$ cat config.mk
export PLATFORM = sky130hd
export DESIGN_NAME = midi_cc_duplicator_with_gain_unit_flat
export DESIGN_NICKNAME = d
export VERILOG_FILES = /design/src/design/mccd_pkg.sv /design/src/design/mccd_stream_if.sv /design/src/design/midi_cc_duplicator_with_gain_unit.sv /design/src/design/mccd_ctrl.sv /design/src/design/mccd_datapath.sv /design/src/flat_wrapper.sv
export SDC_FILE = /design/constraint.sdc
export NUM_CORES = 1
export LEC_CHECK = 0
export BUFFER_PORTS_ARGS = -buffer_cell sky130_fd_sc_hd__buf_4
export CORE_ASPECT_RATIO = 1.75
export CORE_MARGIN = 2
export CORE_UTILIZATION = 45
export CTS_CLUSTER_SIZE = 24
export DETAILED_ROUTE_END_ITERATION = 10
export PLACE_DENSITY = 0.6
export SYNTH_ARGS = -nofsm -noshare
export SYNTH_HDL_FRONTEND = slang
export SYNTH_SLANG_ARGS = --single-unit
$ cat constraint.sdc
create_clock -name i_clk -period 16.8 [get_ports i_clk]
set_clock_uncertainty 0.2 [all_clocks]
set_input_delay 2.52 -clock i_clk [delete_from_list [all_inputs] [get_ports i_clk]]
set_output_delay 2.52 -clock i_clk [all_outputs]
set_load 0.01 [all_outputs]
$ cat src/design/mccd_pkg.sv
// Package for the MIDI CC duplicator with gain: constants, types and the controller states.
// Depends on nothing; every other design file except mccd_stream_if imports it.
`default_nettype none
package mccd_pkg;
    localparam int NUM_MAPS = 8;
    localparam int MAP_W = 3;
    localparam int CFG_IDX_W = 3;
    localparam int CFG_DATA_W = 64;

    localparam logic [2:0] CFG_CHANNEL_SELECT = 3'd0;
    localparam logic [2:0] CFG_BOOST_ENABLE = 3'd1;
    localparam logic [2:0] CFG_DEST_ONE_OFFSET = 3'd2;
    localparam logic [2:0] CFG_DEST_ONE_GAIN_OFFSET = 3'd3;
    localparam logic [2:0] CFG_DEST_TWO_OFFSET = 3'd4;
    localparam logic [2:0] CFG_DEST_TWO_GAIN_OFFSET = 3'd5;
    localparam logic [2:0] CFG_SOURCE_CC_TABLE = 3'd6;

    localparam logic [3:0] CC_NIBBLE = 4'hB;
    localparam logic [6:0] VALUE_MAX = 7'h7F;
    localparam logic [7:0] GAIN_RAW_RESET = 8'd127;
    // Reciprocals for the scaler: ceil(2^23 / 127) and ceil(2^22 / 63). Both are exact
    // for every product of two bytes.
    localparam logic [16:0] RECIP_NORMAL = 17'd66053;
    localparam logic [16:0] RECIP_BOOST = 17'd66577;

    // Controller steps. Per slot: gain one, gain two, source, dest one, dest two.
    typedef enum logic [3:0] {
        S_IDLE, S_CLASSIFY, S_GAIN0, S_GAIN1, S_SOURCE, S_DEST0, S_DEST1,
        S_DIVIDE, S_EMIT, S_WAIT, S_NEXT, S_FINISH, S_FLUSH
    } t_state;

    // What the datapath should send next.
    typedef enum logic [1:0] {
        K_PASS, K_SOURCE, K_SCALED
    } t_kind;

    typedef struct packed {
        logic        load;       // capture the input transaction
        logic        clr_slot;   // slot counter back to zero
        logic        inc_slot;
        logic        gain_wr;    // write gain entry of lane
        logic        src_wr;     // store source value of current slot
        logic        div_start;  // start scaling
        logic        push;       // write a result to the staging register
        logic        flush;      // release the staged result as the last one
        logic        lane;       // destination index
        logic        use_new;    // scale the input value, not the stored one
        logic        set_handled;
        t_kind       kind;
    } t_cmd;

    typedef struct packed {
        logic is_cc;
        logic len_ok;
        logic chan_other;
        logic slot_en;
        logic gain_hit0;
        logic gain_hit1;
        logic src_hit;
        logic src_valid;
        logic dest_en0;
        logic dest_en1;
        logic last_slot;
        logic handled;
        logic div_done;
        logic out_free;
    } t_status;
endpackage
`default_nettype wire

$ cat src/design/mccd_stream_if.sv
// Valid/ready stream interface used for both the input and the result channel.
// Depends on nothing.
`default_nettype none
interface mccd_stream_if;
    logic        valid;
    logic        ready;
    logic [31:0] time_stamp;
    logic [7:0]  status;
    logic [7:0]  first_data;
    logic [7:0]  second_data;
    logic [1:0]  length;
    logic        last_of_run;
    modport source (output valid, time_stamp, status, first_data, second_data, length,
                    last_of_run, input ready);
    modport sink (input valid, time_stamp, status, first_data, second_data, length,
                  last_of_run, output ready);
endinterface
`default_nettype wire

$ cat src/design/midi_cc_duplicator_with_gain_unit.sv
// Top level of the MIDI CC duplicator with gain.
// Depends on mccd_pkg, mccd_stream_if, mccd_ctrl and mccd_datapath.
//
//  Channel   Direction  Handshake          Payload
//  in_s      sink       valid/ready        time_stamp, status, first/second data, length
//  out_s     source     valid/ready        same fields plus last_of_run
//  cfg       write      i_cfg_we           i_cfg_index, i_cfg_data (64 bits)
//
// A transaction is accepted in S_IDLE, classified in S_CLASSIFY. A dropped message
// returns to S_IDLE; pass-through uses S_EMIT, S_FINISH and S_FLUSH. A scanned CC takes
// S_GAIN0 and S_NEXT per disabled slot, plus S_GAIN1 and S_SOURCE if enabled, S_DEST0
// and S_DEST1 on a source match, S_DIVIDE and S_WAIT per scaled result (product,
// reciprocal multiply, send), then S_FINISH, S_FLUSH. Results are staged one deep so
// the last one of a run can be marked. Synchronous active-low reset restores control
// and config registers, invalidates every source value and sets all gains to unity. A
// stalled output holds the sequencer while stage and output register are both full.
`default_nettype none
module midi_cc_duplicator_with_gain_unit
    import mccd_pkg::*;
(
    input  wire logic                  i_clk,
    input  wire logic                  i_rst_n,
    input  wire logic                  i_cfg_we,
    input  wire logic [CFG_IDX_W-1:0]  i_cfg_index,
    input  wire logic [CFG_DATA_W-1:0] i_cfg_data,
    mccd_stream_if.sink                in_s,
    mccd_stream_if.source              out_s
);
    t_cmd    cmd;
    t_status stat;
    logic    in_ready;

    mccd_ctrl u_ctrl (
        .i_clk(i_clk), .i_rst_n(i_rst_n), .i_in_valid(in_s.valid),
        .o_in_ready(in_ready), .i_stat(stat), .o_cmd(cmd)
    );

    mccd_datapath u_dp (
        .i_clk(i_clk), .i_rst_n(i_rst_n), .i_cfg_we(i_cfg_we),
        .i_cfg_index(i_cfg_index), .i_cfg_data(i_cfg_data),
        .in_s(in_s), .out_s(out_s), .i_cmd(cmd), .o_stat(stat)
    );

    a_ready_load: assert property (@(posedge i_clk) disable iff (!i_rst_n)
        in_ready && in_s.valid |-> cmd.load) else $error("accepted without load");
endmodule
`default_nettype wire

$ cat src/design/mccd_ctrl.sv
// Controller state machine: scans the map slots and sequences result transactions.
// Depends on mccd_pkg.
`default_nettype none
module mccd_ctrl
    import mccd_pkg::*;
(
    input  wire logic    i_clk,
    input  wire logic    i_rst_n,
    input  wire logic    i_in_valid,
    output logic         o_in_ready,
    input  wire t_status i_stat,
    output t_cmd         o_cmd
);
    t_state r_state, n_state;
    t_state r_ret, n_ret;     // where to go after a result is sent
    logic   r_lane, n_lane;
    logic   r_new, n_new;

    always_ff @(posedge i_clk) begin
        if (!i_rst_n) begin
            r_state <= S_IDLE;
            r_ret <= S_IDLE;
            r_lane <= 1'b0;
            r_new <= 1'b0;
        end else begin
            r_state <= n_state;
            r_ret <= n_ret;
            r_lane <= n_lane;
            r_new <= n_new;
        end
    end

    always_comb begin
        n_state = r_state;
        n_ret = r_ret;
        n_lane = r_lane;
        n_new = r_new;
        o_cmd = '0;
        o_cmd.kind = K_PASS;
        o_cmd.lane = r_lane;
        o_cmd.use_new = r_new;
        o_in_ready = 1'b0;
        unique case (r_state)
            S_IDLE: begin
                o_in_ready = 1'b1;
                if (i_in_valid) begin
                    o_cmd.load = 1'b1;
                    n_state = S_CLASSIFY;
                end
            end
            S_CLASSIFY: begin
                o_cmd.clr_slot = 1'b1;
                if (!i_stat.is_cc) begin
                    n_ret = S_FINISH;
                    n_state = S_EMIT;
                end else if (!i_stat.len_ok) begin
                    n_state = S_IDLE;
                end else if (i_stat.chan_other) begin
                    n_ret = S_FINISH;
                    n_state = S_EMIT;
                end else begin
                    n_state = S_GAIN0;
                end
            end
            S_GAIN0: begin
                n_state = S_GAIN1;
                if (!i_stat.slot_en) begin
                    n_state = S_NEXT;
                end else if (i_stat.gain_hit0) begin
                    o_cmd.gain_wr = 1'b1;
                    o_cmd.lane = 1'b0;
                    o_cmd.set_handled = 1'b1;
                    if (i_stat.src_valid && i_stat.dest_en0) begin
                        n_lane = 1'b0;
                        n_new = 1'b0;
                        n_ret = S_GAIN1;
                        n_state = S_DIVIDE;
                    end
                end
            end
            S_GAIN1: begin
                n_state = S_SOURCE;
                if (i_stat.gain_hit1) begin
                    o_cmd.gain_wr = 1'b1;
                    o_cmd.lane = 1'b1;
                    o_cmd.set_handled = 1'b1;
                    if (i_stat.src_valid && i_stat.dest_en1) begin
                        n_lane = 1'b1;
                        n_new = 1'b0;
                        n_ret = S_SOURCE;
                        n_state = S_DIVIDE;
                    end
                end
            end
            S_SOURCE: begin
                if (i_stat.src_hit) begin
                    if (i_stat.out_free) begin
                        o_cmd.kind = K_SOURCE;
                        o_cmd.push = 1'b1;
                        o_cmd.src_wr = 1'b1;
                        o_cmd.set_handled = 1'b1;
                        n_state = S_DEST0;
                    end
                end else begin
                    n_state = S_NEXT;
                end
            end
            S_DEST0: begin
                n_state = S_DEST1;
                if (i_stat.dest_en0) begin
                    n_lane = 1'b0;
                    n_new = 1'b1;
                    n_ret = S_DEST1;
                    n_state = S_DIVIDE;
                end
            end
            S_DEST1: begin
                n_state = S_NEXT;
                if (i_stat.dest_en1) begin
                    n_lane = 1'b1;
                    n_new = 1'b1;
                    n_ret = S_NEXT;
                    n_state = S_DIVIDE;
                end
            end
            S_DIVIDE: begin
                o_cmd.div_start = 1'b1;
                n_state = S_WAIT;
            end
            S_WAIT: begin
                if (i_stat.div_done && i_stat.out_free) begin
                    o_cmd.kind = K_SCALED;
                    o_cmd.push = 1'b1;
                    n_state = r_ret;
                end
            end
            S_EMIT: begin
                if (i_stat.out_free) begin
                    o_cmd.kind = K_PASS;
                    o_cmd.push = 1'b1;
                    n_state = r_ret;
                end
            end
            S_NEXT: begin
                o_cmd.inc_slot = 1'b1;
                n_state = i_stat.last_slot ? S_FINISH : S_GAIN0;
            end
            S_FINISH: begin
                // Unhandled CC passes through; otherwise the run is complete.
                if (i_stat.is_cc && !i_stat.chan_other && !i_stat.handled) begin
                    n_ret = S_FLUSH;
                    n_state = S_EMIT;
                end else begin
                    n_state = S_FLUSH;
                end
            end
            S_FLUSH: begin
                // The staged result, if any, leaves marked as the last of the run.
                if (i_stat.out_free) begin
                    o_cmd.flush = 1'b1;
                    n_state = S_IDLE;
                end
            end
            default: n_state = S_IDLE;
        endcase
    end

    a_in_only_idle: assert property (@(posedge i_clk) disable iff (!i_rst_n)
        o_cmd.load |-> r_state == S_IDLE) else $error("load outside idle");
    a_push_free: assert property (@(posedge i_clk) disable iff (!i_rst_n)
        o_cmd.push |-> i_stat.out_free) else $error("push onto a full output");
    a_div_wait: assert property (@(posedge i_clk) disable iff (!i_rst_n)
        o_cmd.div_start |=> r_state == S_WAIT) else $error("divide not followed by wait");
endmodule
`default_nettype wire

$ cat src/design/mccd_datapath.sv
// Datapath: configuration registers, per-slot state, the scaler and the output registers.
// Depends on mccd_pkg and mccd_stream_if.
`default_nettype none
module mccd_datapath
    import mccd_pkg::*;
(
    input  wire logic                  i_clk,
    input  wire logic                  i_rst_n,
    input  wire logic                  i_cfg_we,
    input  wire logic [CFG_IDX_W-1:0]  i_cfg_index,
    input  wire logic [CFG_DATA_W-1:0] i_cfg_data,
    mccd_stream_if.sink                in_s,
    mccd_stream_if.source              out_s,
    input  wire t_cmd                  i_cmd,
    output t_status                    o_stat
);
    logic [4:0]  r_chan_sel;
    logic        r_boost_en;
    logic [7:0]  r_doff [2];
    logic [7:0]  r_goff [2];
    logic [63:0] r_src_table;

    logic [31:0] r_time;
    logic [7:0]  r_st, r_d1, r_d2;
    logic [1:0]  r_len;
    logic [MAP_W-1:0] r_slot;
    logic        r_last_slot;
    logic        r_handled;

    logic [NUM_MAPS-1:0] r_src_valid;
    logic [7:0]  r_src_val [NUM_MAPS];
    logic [7:0]  r_gain_raw [2*NUM_MAPS];
    logic [2*NUM_MAPS-1:0] r_gain_boost;

    // Scaler: the product is latched, then divided by 63 or 127 with a reciprocal
    // multiply on the following cycle.
    logic [15:0] r_prod;
    logic        r_prod_boost;
    logic [10:0] r_quo;
    logic        r_busy;
    logic [6:0]  r_dest_cc;

    // One staged result: it is sent on once the next result or the end of the run
    // is known, so its last flag is exact.
    logic        r_stg_valid;
    logic [7:0]  r_s_st, r_s_d1, r_s_d2;
    logic [1:0]  r_s_len;

    logic        r_out_valid;
    logic [31:0] r_o_time;
    logic [7:0]  r_o_st, r_o_d1, r_o_d2;
    logic [1:0]  r_o_len;
    logic        r_o_last;

    logic [7:0]  src;
    logic [3:0]  chs;
    logic [4:0]  sel_m1;
    logic [3:0]  gidx;
    logic [7:0]  gsum0, gsum1;
    logic [7:0]  sv;
    logic [15:0] prod;
    logic [32:0] recip_prod;
    logic [10:0] quo_next;
    logic [7:0]  pass_d1, pass_d2;
    logic [7:0]  gen_st;
    logic        move;

    always_comb begin
        src = r_src_table[{r_slot, 3'b000} +: 8];
        sel_m1 = r_chan_sel - 5'd1;
        chs = (sel_m1 > 5'd15) ? 4'hF : sel_m1[3:0];
        gidx = {r_slot, i_cmd.lane};
        gsum0 = src + r_goff[0];
        gsum1 = src + r_goff[1];
        sv = i_cmd.use_new ? r_d2 : r_src_val[r_slot];
        prod = sv * r_gain_raw[gidx];
        recip_prod = r_prod * (r_prod_boost ? RECIP_BOOST : RECIP_NORMAL);
        quo_next = r_prod_boost ? recip_prod[32:22] : {1'b0, recip_prod[32:23]};
        pass_d1 = (r_len >= 2'd2) ? r_d1 : 8'd0;
        pass_d2 = (r_len >= 2'd3) ? r_d2 : 8'd0;
        gen_st = {CC_NIBBLE, r_st[3:0]};
        move = (i_cmd.push || i_cmd.flush) && r_stg_valid;
        o_stat.is_cc = r_st[7:4] == CC_NIBBLE;
        o_stat.len_ok = r_len == 2'd3;
        o_stat.chan_other = (r_chan_sel != 5'd0) && (chs != r_st[3:0]);
        o_stat.slot_en = !src[7];
        o_stat.gain_hit0 = !r_goff[0][7] && (r_d1 == {1'b0, gsum0[6:0]});
        o_stat.gain_hit1 = !src[7] && !r_goff[1][7] && (r_d1 == {1'b0, gsum1[6:0]});
        o_stat.src_hit = !src[7] && (r_d1 == src);
        o_stat.src_valid = r_src_valid[r_slot];
        o_stat.dest_en0 = !r_doff[0][7];
        o_stat.dest_en1 = !r_doff[1][7];
        o_stat.last_slot = r_last_slot;
        o_stat.handled = r_handled;
        o_stat.div_done = !r_busy;
        o_stat.out_free = !r_stg_valid || !r_out_valid || out_s.ready;
    end

    assign in_s.ready = 1'b0 | i_cmd.load;

    always_ff @(posedge i_clk) begin
        if (!i_rst_n) begin
            r_chan_sel <= 5'd0;
            r_boost_en <= 1'b0;
            r_doff[0] <= 8'd1;
            r_goff[0] <= 8'd100;
            r_doff[1] <= 8'd2;
            r_goff[1] <= 8'd101;
            r_src_table <= '1;
        end else if (i_cfg_we) begin
            unique case (i_cfg_index)
                CFG_CHANNEL_SELECT: r_chan_sel <= i_cfg_data[4:0];
                CFG_BOOST_ENABLE: r_boost_en <= i_cfg_data[0];
                CFG_DEST_ONE_OFFSET: r_doff[0] <= i_cfg_data[7:0];
                CFG_DEST_ONE_GAIN_OFFSET: r_goff[0] <= i_cfg_data[7:0];
                CFG_DEST_TWO_OFFSET: r_doff[1] <= i_cfg_data[7:0];
                CFG_DEST_TWO_GAIN_OFFSET: r_goff[1] <= i_cfg_data[7:0];
                CFG_SOURCE_CC_TABLE: r_src_table <= i_cfg_data;
                default: ;
            endcase
        end
    end

    always_ff @(posedge i_clk) begin
        if (i_cmd.load) begin
            r_time <= in_s.time_stamp;
            r_st <= in_s.status;
            r_d1 <= in_s.first_data;
            r_d2 <= in_s.second_data;
            r_len <= in_s.length;
        end
        if (i_cmd.src_wr) r_src_val[r_slot] <= r_d2;
        if (i_cmd.div_start) begin
            r_prod <= prod;
            r_prod_boost <= r_gain_boost[gidx];
            r_dest_cc <= src[6:0] + r_doff[i_cmd.lane][6:0];
        end
    end

    always_ff @(posedge i_clk) begin
        if (!i_rst_n) begin
            r_src_valid <= '0;
            for (int i = 0; i < 2*NUM_MAPS; i++) begin
                r_gain_raw[i] <= GAIN_RAW_RESET;
            end
            r_gain_boost <= '0;
            r_slot <= '0;
            r_last_slot <= 1'b0;
            r_handled <= 1'b0;
            r_busy <= 1'b0;
            r_quo <= '0;
        end else begin
            if (i_cmd.load) r_handled <= 1'b0;
            else if (i_cmd.set_handled) r_handled <= 1'b1;
            if (i_cmd.clr_slot) begin
                r_slot <= '0;
                r_last_slot <= (NUM_MAPS == 1);
            end else if (i_cmd.inc_slot) begin
                r_slot <= r_slot + 1'b1;
                r_last_slot <= ({1'b0, r_slot} + 2'd2) == (MAP_W+1)'(NUM_MAPS);
            end
            if (i_cmd.src_wr) r_src_valid[r_slot] <= 1'b1;
            if (i_cmd.gain_wr) begin
                r_gain_raw[gidx] <= r_d2;
                r_gain_boost[gidx] <= r_boost_en;
            end
            if (i_cmd.div_start) begin
                r_busy <= 1'b1;
            end else if (r_busy) begin
                r_quo <= quo_next;
                r_busy <= 1'b0;
            end
        end
    end

    always_ff @(posedge i_clk) begin
        if (!i_rst_n) begin
            r_stg_valid <= 1'b0;
            r_out_valid <= 1'b0;
        end else begin
            if (i_cmd.push) r_stg_valid <= 1'b1;
            else if (i_cmd.flush) r_stg_valid <= 1'b0;
            if (move) r_out_valid <= 1'b1;
            else if (out_s.ready) r_out_valid <= 1'b0;
        end
    end

    always_ff @(posedge i_clk) begin
        if (move) begin
            r_o_time <= r_time;
            r_o_st <= r_s_st;
            r_o_d1 <= r_s_d1;
            r_o_d2 <= r_s_d2;
            r_o_len <= r_s_len;
            r_o_last <= i_cmd.flush;
        end
        if (i_cmd.push) begin
            unique case (i_cmd.kind)
                K_PASS: begin
                    r_s_st <= r_st;
                    r_s_d1 <= o_stat.is_cc ? r_d1 : pass_d1;
                    r_s_d2 <= o_stat.is_cc ? r_d2 : pass_d2;
                    r_s_len <= r_len;
                end
                K_SOURCE: begin
                    r_s_st <= r_st;
                    r_s_d1 <= r_d1;
                    r_s_d2 <= r_d2;
                    r_s_len <= 2'd3;
                end
                default: begin
                    r_s_st <= gen_st;
                    r_s_d1 <= {1'b0, r_dest_cc};
                    r_s_d2 <= (r_quo > 11'd127) ? {1'b0, VALUE_MAX} : r_quo[7:0];
                    r_s_len <= 2'd3;
                end
            endcase
        end
    end

    assign out_s.valid = r_out_valid;
    assign out_s.time_stamp = r_o_time;
    assign out_s.status = r_o_st;
    assign out_s.first_data = r_o_d1;
    assign out_s.second_data = r_o_d2;
    assign out_s.length = r_o_len;
    assign out_s.last_of_run = r_o_last;

    a_out_hold: assert property (@(posedge i_clk) disable iff (!i_rst_n)
        r_out_valid && !out_s.ready |=> r_out_valid) else $error("result dropped");
    a_div_len: assert property (@(posedge i_clk) disable iff (!i_rst_n)
        i_cmd.div_start |=> r_busy) else $error("scaler did not start");
    a_no_push_busy: assert property (@(posedge i_clk) disable iff (!i_rst_n)
        i_cmd.push && i_cmd.kind == K_SCALED |-> !r_busy) else $error("early scaled push");
endmodule
`default_nettype wire
$ cat src/flat_wrapper.sv
// flat-port wrapper written by rule: the top's interface ports become plain ports
module midi_cc_duplicator_with_gain_unit_flat import mccd_pkg::*;
  (i_clk, i_rst_n, i_cfg_we, i_cfg_index, i_cfg_data, in_s_valid, in_s_time_stamp, in_s_status, in_s_first_data, in_s_second_data, in_s_length, in_s_last_of_run, in_s_ready, out_s_valid, out_s_time_stamp, out_s_status, out_s_first_data, out_s_second_data, out_s_length, out_s_last_of_run, out_s_ready);
  mccd_stream_if in_s_i ();
  mccd_stream_if out_s_i ();
  input  wire logic i_clk;
  input  wire logic i_rst_n;
  input  wire logic i_cfg_we;
  input  wire logic [CFG_IDX_W-1:0] i_cfg_index;
  input  wire logic [CFG_DATA_W-1:0] i_cfg_data;
  input wire logic [$bits(in_s_i.valid)-1:0] in_s_valid;
  input wire logic [$bits(in_s_i.time_stamp)-1:0] in_s_time_stamp;
  input wire logic [$bits(in_s_i.status)-1:0] in_s_status;
  input wire logic [$bits(in_s_i.first_data)-1:0] in_s_first_data;
  input wire logic [$bits(in_s_i.second_data)-1:0] in_s_second_data;
  input wire logic [$bits(in_s_i.length)-1:0] in_s_length;
  input wire logic [$bits(in_s_i.last_of_run)-1:0] in_s_last_of_run;
  output wire logic [$bits(in_s_i.ready)-1:0] in_s_ready;
  output wire logic [$bits(out_s_i.valid)-1:0] out_s_valid;
  output wire logic [$bits(out_s_i.time_stamp)-1:0] out_s_time_stamp;
  output wire logic [$bits(out_s_i.status)-1:0] out_s_status;
  output wire logic [$bits(out_s_i.first_data)-1:0] out_s_first_data;
  output wire logic [$bits(out_s_i.second_data)-1:0] out_s_second_data;
  output wire logic [$bits(out_s_i.length)-1:0] out_s_length;
  output wire logic [$bits(out_s_i.last_of_run)-1:0] out_s_last_of_run;
  input wire logic [$bits(out_s_i.ready)-1:0] out_s_ready;
  assign in_s_i.valid = in_s_valid;
  assign in_s_i.time_stamp = in_s_time_stamp;
  assign in_s_i.status = in_s_status;
  assign in_s_i.first_data = in_s_first_data;
  assign in_s_i.second_data = in_s_second_data;
  assign in_s_i.length = in_s_length;
  assign in_s_i.last_of_run = in_s_last_of_run;
  assign in_s_ready = in_s_i.ready;
  assign out_s_valid = out_s_i.valid;
  assign out_s_time_stamp = out_s_i.time_stamp;
  assign out_s_status = out_s_i.status;
  assign out_s_first_data = out_s_i.first_data;
  assign out_s_second_data = out_s_i.second_data;
  assign out_s_length = out_s_i.length;
  assign out_s_last_of_run = out_s_i.last_of_run;
  assign out_s_i.ready = out_s_ready;
  midi_cc_duplicator_with_gain_unit u_core (.i_clk(i_clk), .i_rst_n(i_rst_n), .i_cfg_we(i_cfg_we), .i_cfg_index(i_cfg_index), .i_cfg_data(i_cfg_data), .in_s(in_s_i), .out_s(out_s_i));
endmodule
# --- Yosys cells after proc, flatten, opt, wreduce, memory -nomap -nowiden ---
# Memory sizes are Yosys's and may differ from the RTL's. A register that Yosys moved wholly into a read port is not among the register bits.
# Index checks and enable logic that the tools add are counted.
classes:
  n_addsub: 6
  mul: 2
  order_cmp: 8
  n_eq_ne: 41
  shift: 1
  muxes: 123
  bitwise: 7
  reduce_logical: 45
ops:
  columns: ["cell", "n"]
  rows:
  - ["two-way mux 4 bit", 25]
  - ["two-way mux 8 bit", 11]
  - ["indexed part select 64 x 7 -> 8 bit", 1]
  - ["two-way mux 1 bit", 59]
  - ["case mux 4 bit (13 select lines)", 1]
  - ["multiplier 16 x 17 -> 33 bit", 1]
  - ["case mux 8 bit (2 select lines)", 2]
  - ["equality test 4 bit, second input constant", 7]
  - ["case mux 4 bit (6 select lines)", 1]
  - ["two-way mux 11 bit", 2]
  - ["adder 7 bit", 3]
  - ["two-way mux 3 bit", 7]
  - ["inequality test 2 bit, second input constant", 10]
  - ["bitwise mux 16 bit", 1]
  - ["equality test 4 x 3 -> 1 bit, second input constant", 4]
  - ["equality test 8 x 7 -> 1 bit", 2]
  - ["multiplier 8 x 8 -> 16 bit", 1]
  - ["logical AND 1 bit", 13]
  - ["greater-than comparator 11 x 7 -> 1 bit, second input constant", 1]
  - ["AND reduction 11 bit", 1]
  - ["zero test 1 bit", 10]
  - ["equality test 3 bit, second input constant", 3]
  - ["inequality test 3 bit, second input constant", 3]
  - ["equality test 4 x 2 -> 1 bit, second input constant", 2]
  - ["42 further kinds", 62]
totals:
  regBits: 290
  ramBits: 224
  inputBits: 131
  out_inout_bits: 61
  n_memories: 4
mem_list:
  columns: ["name", "depth", "word_bits", "read_ports", "rd_clocked_by_memory_dff", "write_ports", "line", "source"]
  rows:
  - ["u_core.u_dp.r_gain_raw", 16, 8, 1, 0, 16, "mccd_datapath.sv:32", "logic [7:0] r_gain_raw [2*NUM_MAPS];"]
  - ["u_core.u_dp.r_src_val", 8, 8, 1, 1, 1, "mccd_datapath.sv:31", "logic [7:0] r_src_val [NUM_MAPS];"]
  - ["u_core.u_dp.r_doff", 2, 8, 3, 0, 2, "mccd_datapath.sv:19", "logic [7:0] r_doff [2];"]
  - ["u_core.u_dp.r_goff", 2, 8, 2, 0, 2, "mccd_datapath.sv:20", "logic [7:0] r_goff [2];"]

# --- Depth between registers and ports, before layout ---
logic_depth:
  ltp_word: 12
  mapped_depth: 39
  ltp_nobuf: 34

# --- By module ---
# From an unflattened synthesis, not the netlist that was laid out.
unflattened:
  hier_cells: 2200
  hier_area_um2: 26923.3
by_module_without_submodules:
  columns: ["module", "n_inst", "cells_each", "area_each_um2", "seq_area_each_um2"]
  rows:
  - ["mccd_datapath", 1, 2051, 25889.8, 14063.5]
  - ["mccd_ctrl", 1, 149, 1033.5, 200.2]

# --- Worst setup path after synthesis ---
# No wires, ideal clock.
synth_timing:
  kind: "reg2reg"
  startpoint: "register u_core.u_dp.r_slot[0]"
  endpoint: "register u_core.u_dp.r_prod[13] (data pin)"
  setup_time_ns: 0.258
  t_arrival_ns: 8.714
  required_ns: 16.342
  path_slack_ns: 7.628
  stages_incl_launch_ff: 37
  n_path_buf: 5
  period_less_slack_ns: 9.172
  path_cell_list: "dfxtp_1 > buf_6 > clkbuf_1 > clkbuf_1 > o21ai_0 > o2111ai_1 > ha_1 > inv_1 > fa_1 > xor2_1 > a2111oi_0 > o211ai_1 > nor4_1 > nand3b_4 > o21a_2 > buf_8 > buf_8 > mux2i_1 > nor4_2 > o22ai_1 > fa_1 > inv_1 > fa_1 > inv_1 > fa_1 > inv_1 > fa_1 > inv_1 > ha_1 > a21boi_0 > o21ai_0 > a21boi_0 > o21a_1 > nor2_1 > a2bb2oi_1 > nor2b_1 > xnor2_1"
synth_between:
  elab_chain_len: 9
  word_cells_on_any_way: 15
  classes_between: "2 x add/sub; 1 x mul; 2 x eq/ne; 1 x shift; 4 x mux; 4 x reduce/logical; 1 x memory"
synth_rtl:
  columns: ["item", "line", "source"]
  rows:
  - ["start, declared", "mccd_datapath.sv:26", "logic [MAP_W-1:0] r_slot;"]
  - ["start signal, assigned", "mccd_datapath.sv:159", "r_slot <= r_slot + 1'b1;"]
  - ["indexed part select 64 x 7 -> 8 bit", "mccd_datapath.sv:69", "src = r_src_table[{r_slot, 3'b000} +: 8];"]
  - ["adder 7 bit", "mccd_datapath.sv:73", "gsum0 = src + r_goff[0];"]
  - ["equality test 8 x 7 -> 1 bit", "mccd_datapath.sv:87", "o_stat.gain_hit0 = !r_goff[0][7] && (r_d1 == {1'b0, gsum0[6:0]});"]
  - ["logical AND 1 bit", "mccd_datapath.sv:87", null]
  - ["two-way mux 1 bit", "mccd_ctrl.sv:69", "end else if (i_stat.gain_hit0) begin"]
  - ["two-way mux 1 bit", "mccd_ctrl.sv:67", "if (!i_stat.slot_en) begin"]
  - ["case mux 1 bit (2 select lines)", "mccd_ctrl.sv:43", "unique case (r_state)"]
  - ["memory (16 x 8 bit) (*)", null, null]
  - ["multiplier 8 x 8 -> 16 bit (*)", "mccd_datapath.sv:76", "prod = sv * r_gain_raw[gidx];"]
  - ["named net u_core.u_dp.prod[13]", "mccd_datapath.sv:61", "logic [15:0] prod;"]
  - ["end signal, assigned", "mccd_datapath.sv:134", "r_prod <= prod;"]
  - ["end, declared", "mccd_datapath.sv:37", "logic [15:0] r_prod;"]
# Mark *: on every way through the listed nets, which the timed path passes. The rest lies on a longest branch.
# A chain may end at the register's enable or synchronous reset.

# --- Worst setup path after layout ---
layout_timing:
  startpoint: "register u_core.u_dp.r_slot[0]"
  endpoint: "register u_core.u_dp.r_prod[15] (data pin)"
# Same word-level chain as after synthesis.

==> out/metrics.cfg <==
[synthesis]
synthCells=2433
ys.flop_type=edfxtp_1
synth.distinct_cells=81
yosysTopAreaCell=edfxtp_1
yosys-top-cells-area=edfxtp_1, dfxtp_1, ha_1
synthArstFlopShare_pct=0
netlist_area_um2=27600
postSynthAreaPerCell_um2=11.4
synth_top_cell_area_share_pct=42.5
seq_area_frac_synth_pct=51.7
synth_edf_count=391
ys_warn_count=0
ys_ff_latch=517

[final_layout]
areaGrowthSynthToFinish_pct=13.9
fill_cells=5535
final_nets=2971
drive_gt1_share_pct=14.9
final_common_cell=edfxtp_1
diodes=0
mostFrequentLayoutCells=edfxtp_1, nand2_1, buf_4, inv_1, ha_1

[placement]
gp_congestion=0.935
portBuffers=190
place_hpwl_mm=52.6

[cts]
numCtsBuffers=47
hold_buffers=0
cts_num_sinks=517
clock_latency_ps=580
htreeDepth=2
cts_buffer_depth=3
cts_resized=0
path_clk_slew_ps=70
post_cts_buffers=0
cts_root_buffer=clkbuf_16
cts_tree=yes

[timing]
final-setup-viol-count=0
hold_violations=0
fin_hold_ws_ps=217
fmax_mhz=85.1
rsz0062_at_grt=no
finalCritPeriodShare_pct=70.0
period_minus_slack_ps=11760
max_slew_margin_pct=9.93
tns_ps=0
worst_slew_pin_slew_ps=1340
maxSlewViolCount=0

[pwr]
p_per_area_nw_per_um2=121
p_leak_nw=11.9
irDropWorstVdd_mv=0.0820

[hold_path]
min_from=u_core.u_dp.r_time[22]
whs_path_depth=0
hold-path-endpoint=u_core.u_dp.out_s.time_stamp[22]
hp-class=reg2reg

[global_route]
first_global_vias=19700
gr-total-overflow=0
antenna_found_initial=1
grt_max_degree=82
grt_pass1_wl_mm=110
track_usage_pct=22.7

[critical_path]
ff2ff_setup_slack_ps=5040
reg2reg_from=u_core.u_dp.r_slot[0]
r2r_end=u_core.u_dp.r_prod[15]
worstSetupEndpointType=register
max_stage_delay_ps=1100
start_kind=register
rr_worst_depth=33
cp_max_fo=48
cpMaxStageDelayCell=nor4_2
crit_arrival_ps=11880
crit_type=reg2reg
worstPathRequired_ps=16920

[detailed_routing]
wl_per_cell_um=20.9
viasPerCell=5.54
drc=0
ant_nets=0
first_iter_violations=1125
drt_pass1_iterations=7
vias=19000
wirelength_mm=71.5

[die]
die_h_um=332
die_area_um2=63400
start_util_pct=45.3
coreArea_um2=61000
die_w_um=191
core.rowCount=120
ios=192

[outcome]
status=finished, final reports clean

[job]
drv_cap=0

where the power goes:
part / switching, mW / internal, mW / leakage [nW]
sequential: 0.0591 / 1.56 / 4.37
clock: 0.477 / 0.629 / 0.781
combinational: 0.638 / 0.447 / 6.76
critical path, delay by kind of cell (launching register included):
family,cells,cell delay [ps]
multiplexers,2,510
buffers and inverters,7,1150
AO/OA/AOI/OAI,11,3200
AND/OR/NAND/NOR,4,2540
XOR/XNOR,2,320
flip-flops,1,310
adder cells (fa/ha/maj),7,3150
metal layers:
metal | vias up | track usage (%) | share of wire [%]
li1 | 8995 | - | -
met1 | 9280 | 23.3 | 35
met2 | 526 | 44.4 | 57
met3 | 176 | 2.25 | 3.3
met4 | 2 | 11.3 | 5.2
met5 | - | 0 | 0.022
cell type report:
class / instances / area [µm²] / share of cell area (%)
Clock buffer: 68 / 1400 / 4.46
Sequential cell: 517 / 14300 / 45.4
Tap cell: 793 / 992 / 3.15
Multi-Input combinational cell: 1616 / 12200 / 38.7
Clock inverter: 18 / 188 / 0.597
Timing Repair Buffer: 236 / 1770 / 5.63
Inverter: 179 / 672 / 2.14
how the worst max path moves through the flow:
| stage | from | endpoint | slack, ps | cells after the start |
|---|---|---|---|---|
| after CTS | u_core.u_dp.r_slot[0] | u_core.u_dp.r_prod[15] | 5060 | 32 |
| after global routing | u_core.u_dp.r_slot[0] | u_core.u_dp.r_prod[15] | 4560 | 33 |
| after global placement | u_core.u_dp.r_slot[0] | u_core.u_dp.r_prod[15] | 5300 | 32 |
| final | u_core.u_dp.r_slot[0] | u_core.u_dp.r_prod[15] | 5040 | 33 |
| after floorplan | u_core.u_dp.r_slot[0] | u_core.u_dp.r_prod[13] | 7630 | 36 |
| after detailed placement | u_core.u_dp.r_slot[0] | u_core.u_dp.r_prod[13] | 5110 | 32 |
synth_stat cells, drive strengths merged, types with 25 or more instances:
library cell and number:
nand3 80, dfxtp 126, buf 35, nor2 92, nor3 25, or3 126
nand2 368, xnor2 36, a21oi 59, mux4 25, fa 78, o21ai 82
mux2i 92, inv 179, clkbuf 102, o22ai 53, and2 28, nor2b 28
ha 165, edfxtp 391, nand2b 26
registers in the layout, indices dropped and copies added, names as in the netlist, 32 cells and up, named ones only:
register,cells
u_core.u_dp.r_src_table,64
u_core.u_dp.r_src_val,64
u_core.u_dp.r_time,32
u_core.u_dp.r_gain_raw,128
u_core.u_dp.out_s.time_stamp,32
kinds of logic (layout without fill, tap and decap cells):
kind of cell	count (synthesis)	count (layout)	share of synthesized area (%)
and+or+nand+nor	844	844	15.1
DFF	517	517	51.7
AOI/OAI and AO/OA	331	331	7.96
buffers and inverters	316	501	4.64
adders and majority gates	243	243	13.1
muxes	124	124	5.66
xor gates and xnor gates	56	56	1.83
other	2	18	0.0272
through the flow:
step	utilization, %	area, µm²	total power, mW	std cells	setup WS (ps)
global route	51.6	31500	4.04	3427	4560
CTS	51.6	31500	3.85	3427	5060
global placement	49.0	29900	2.72	3341	5300
finish	51.6	31500	3.81	3427	5040
detailed placement	49.0	29900	2.74	3341	5110
floorplan	-	27700	2.42	2449	7630
Power figures use the tool's default switching activity.
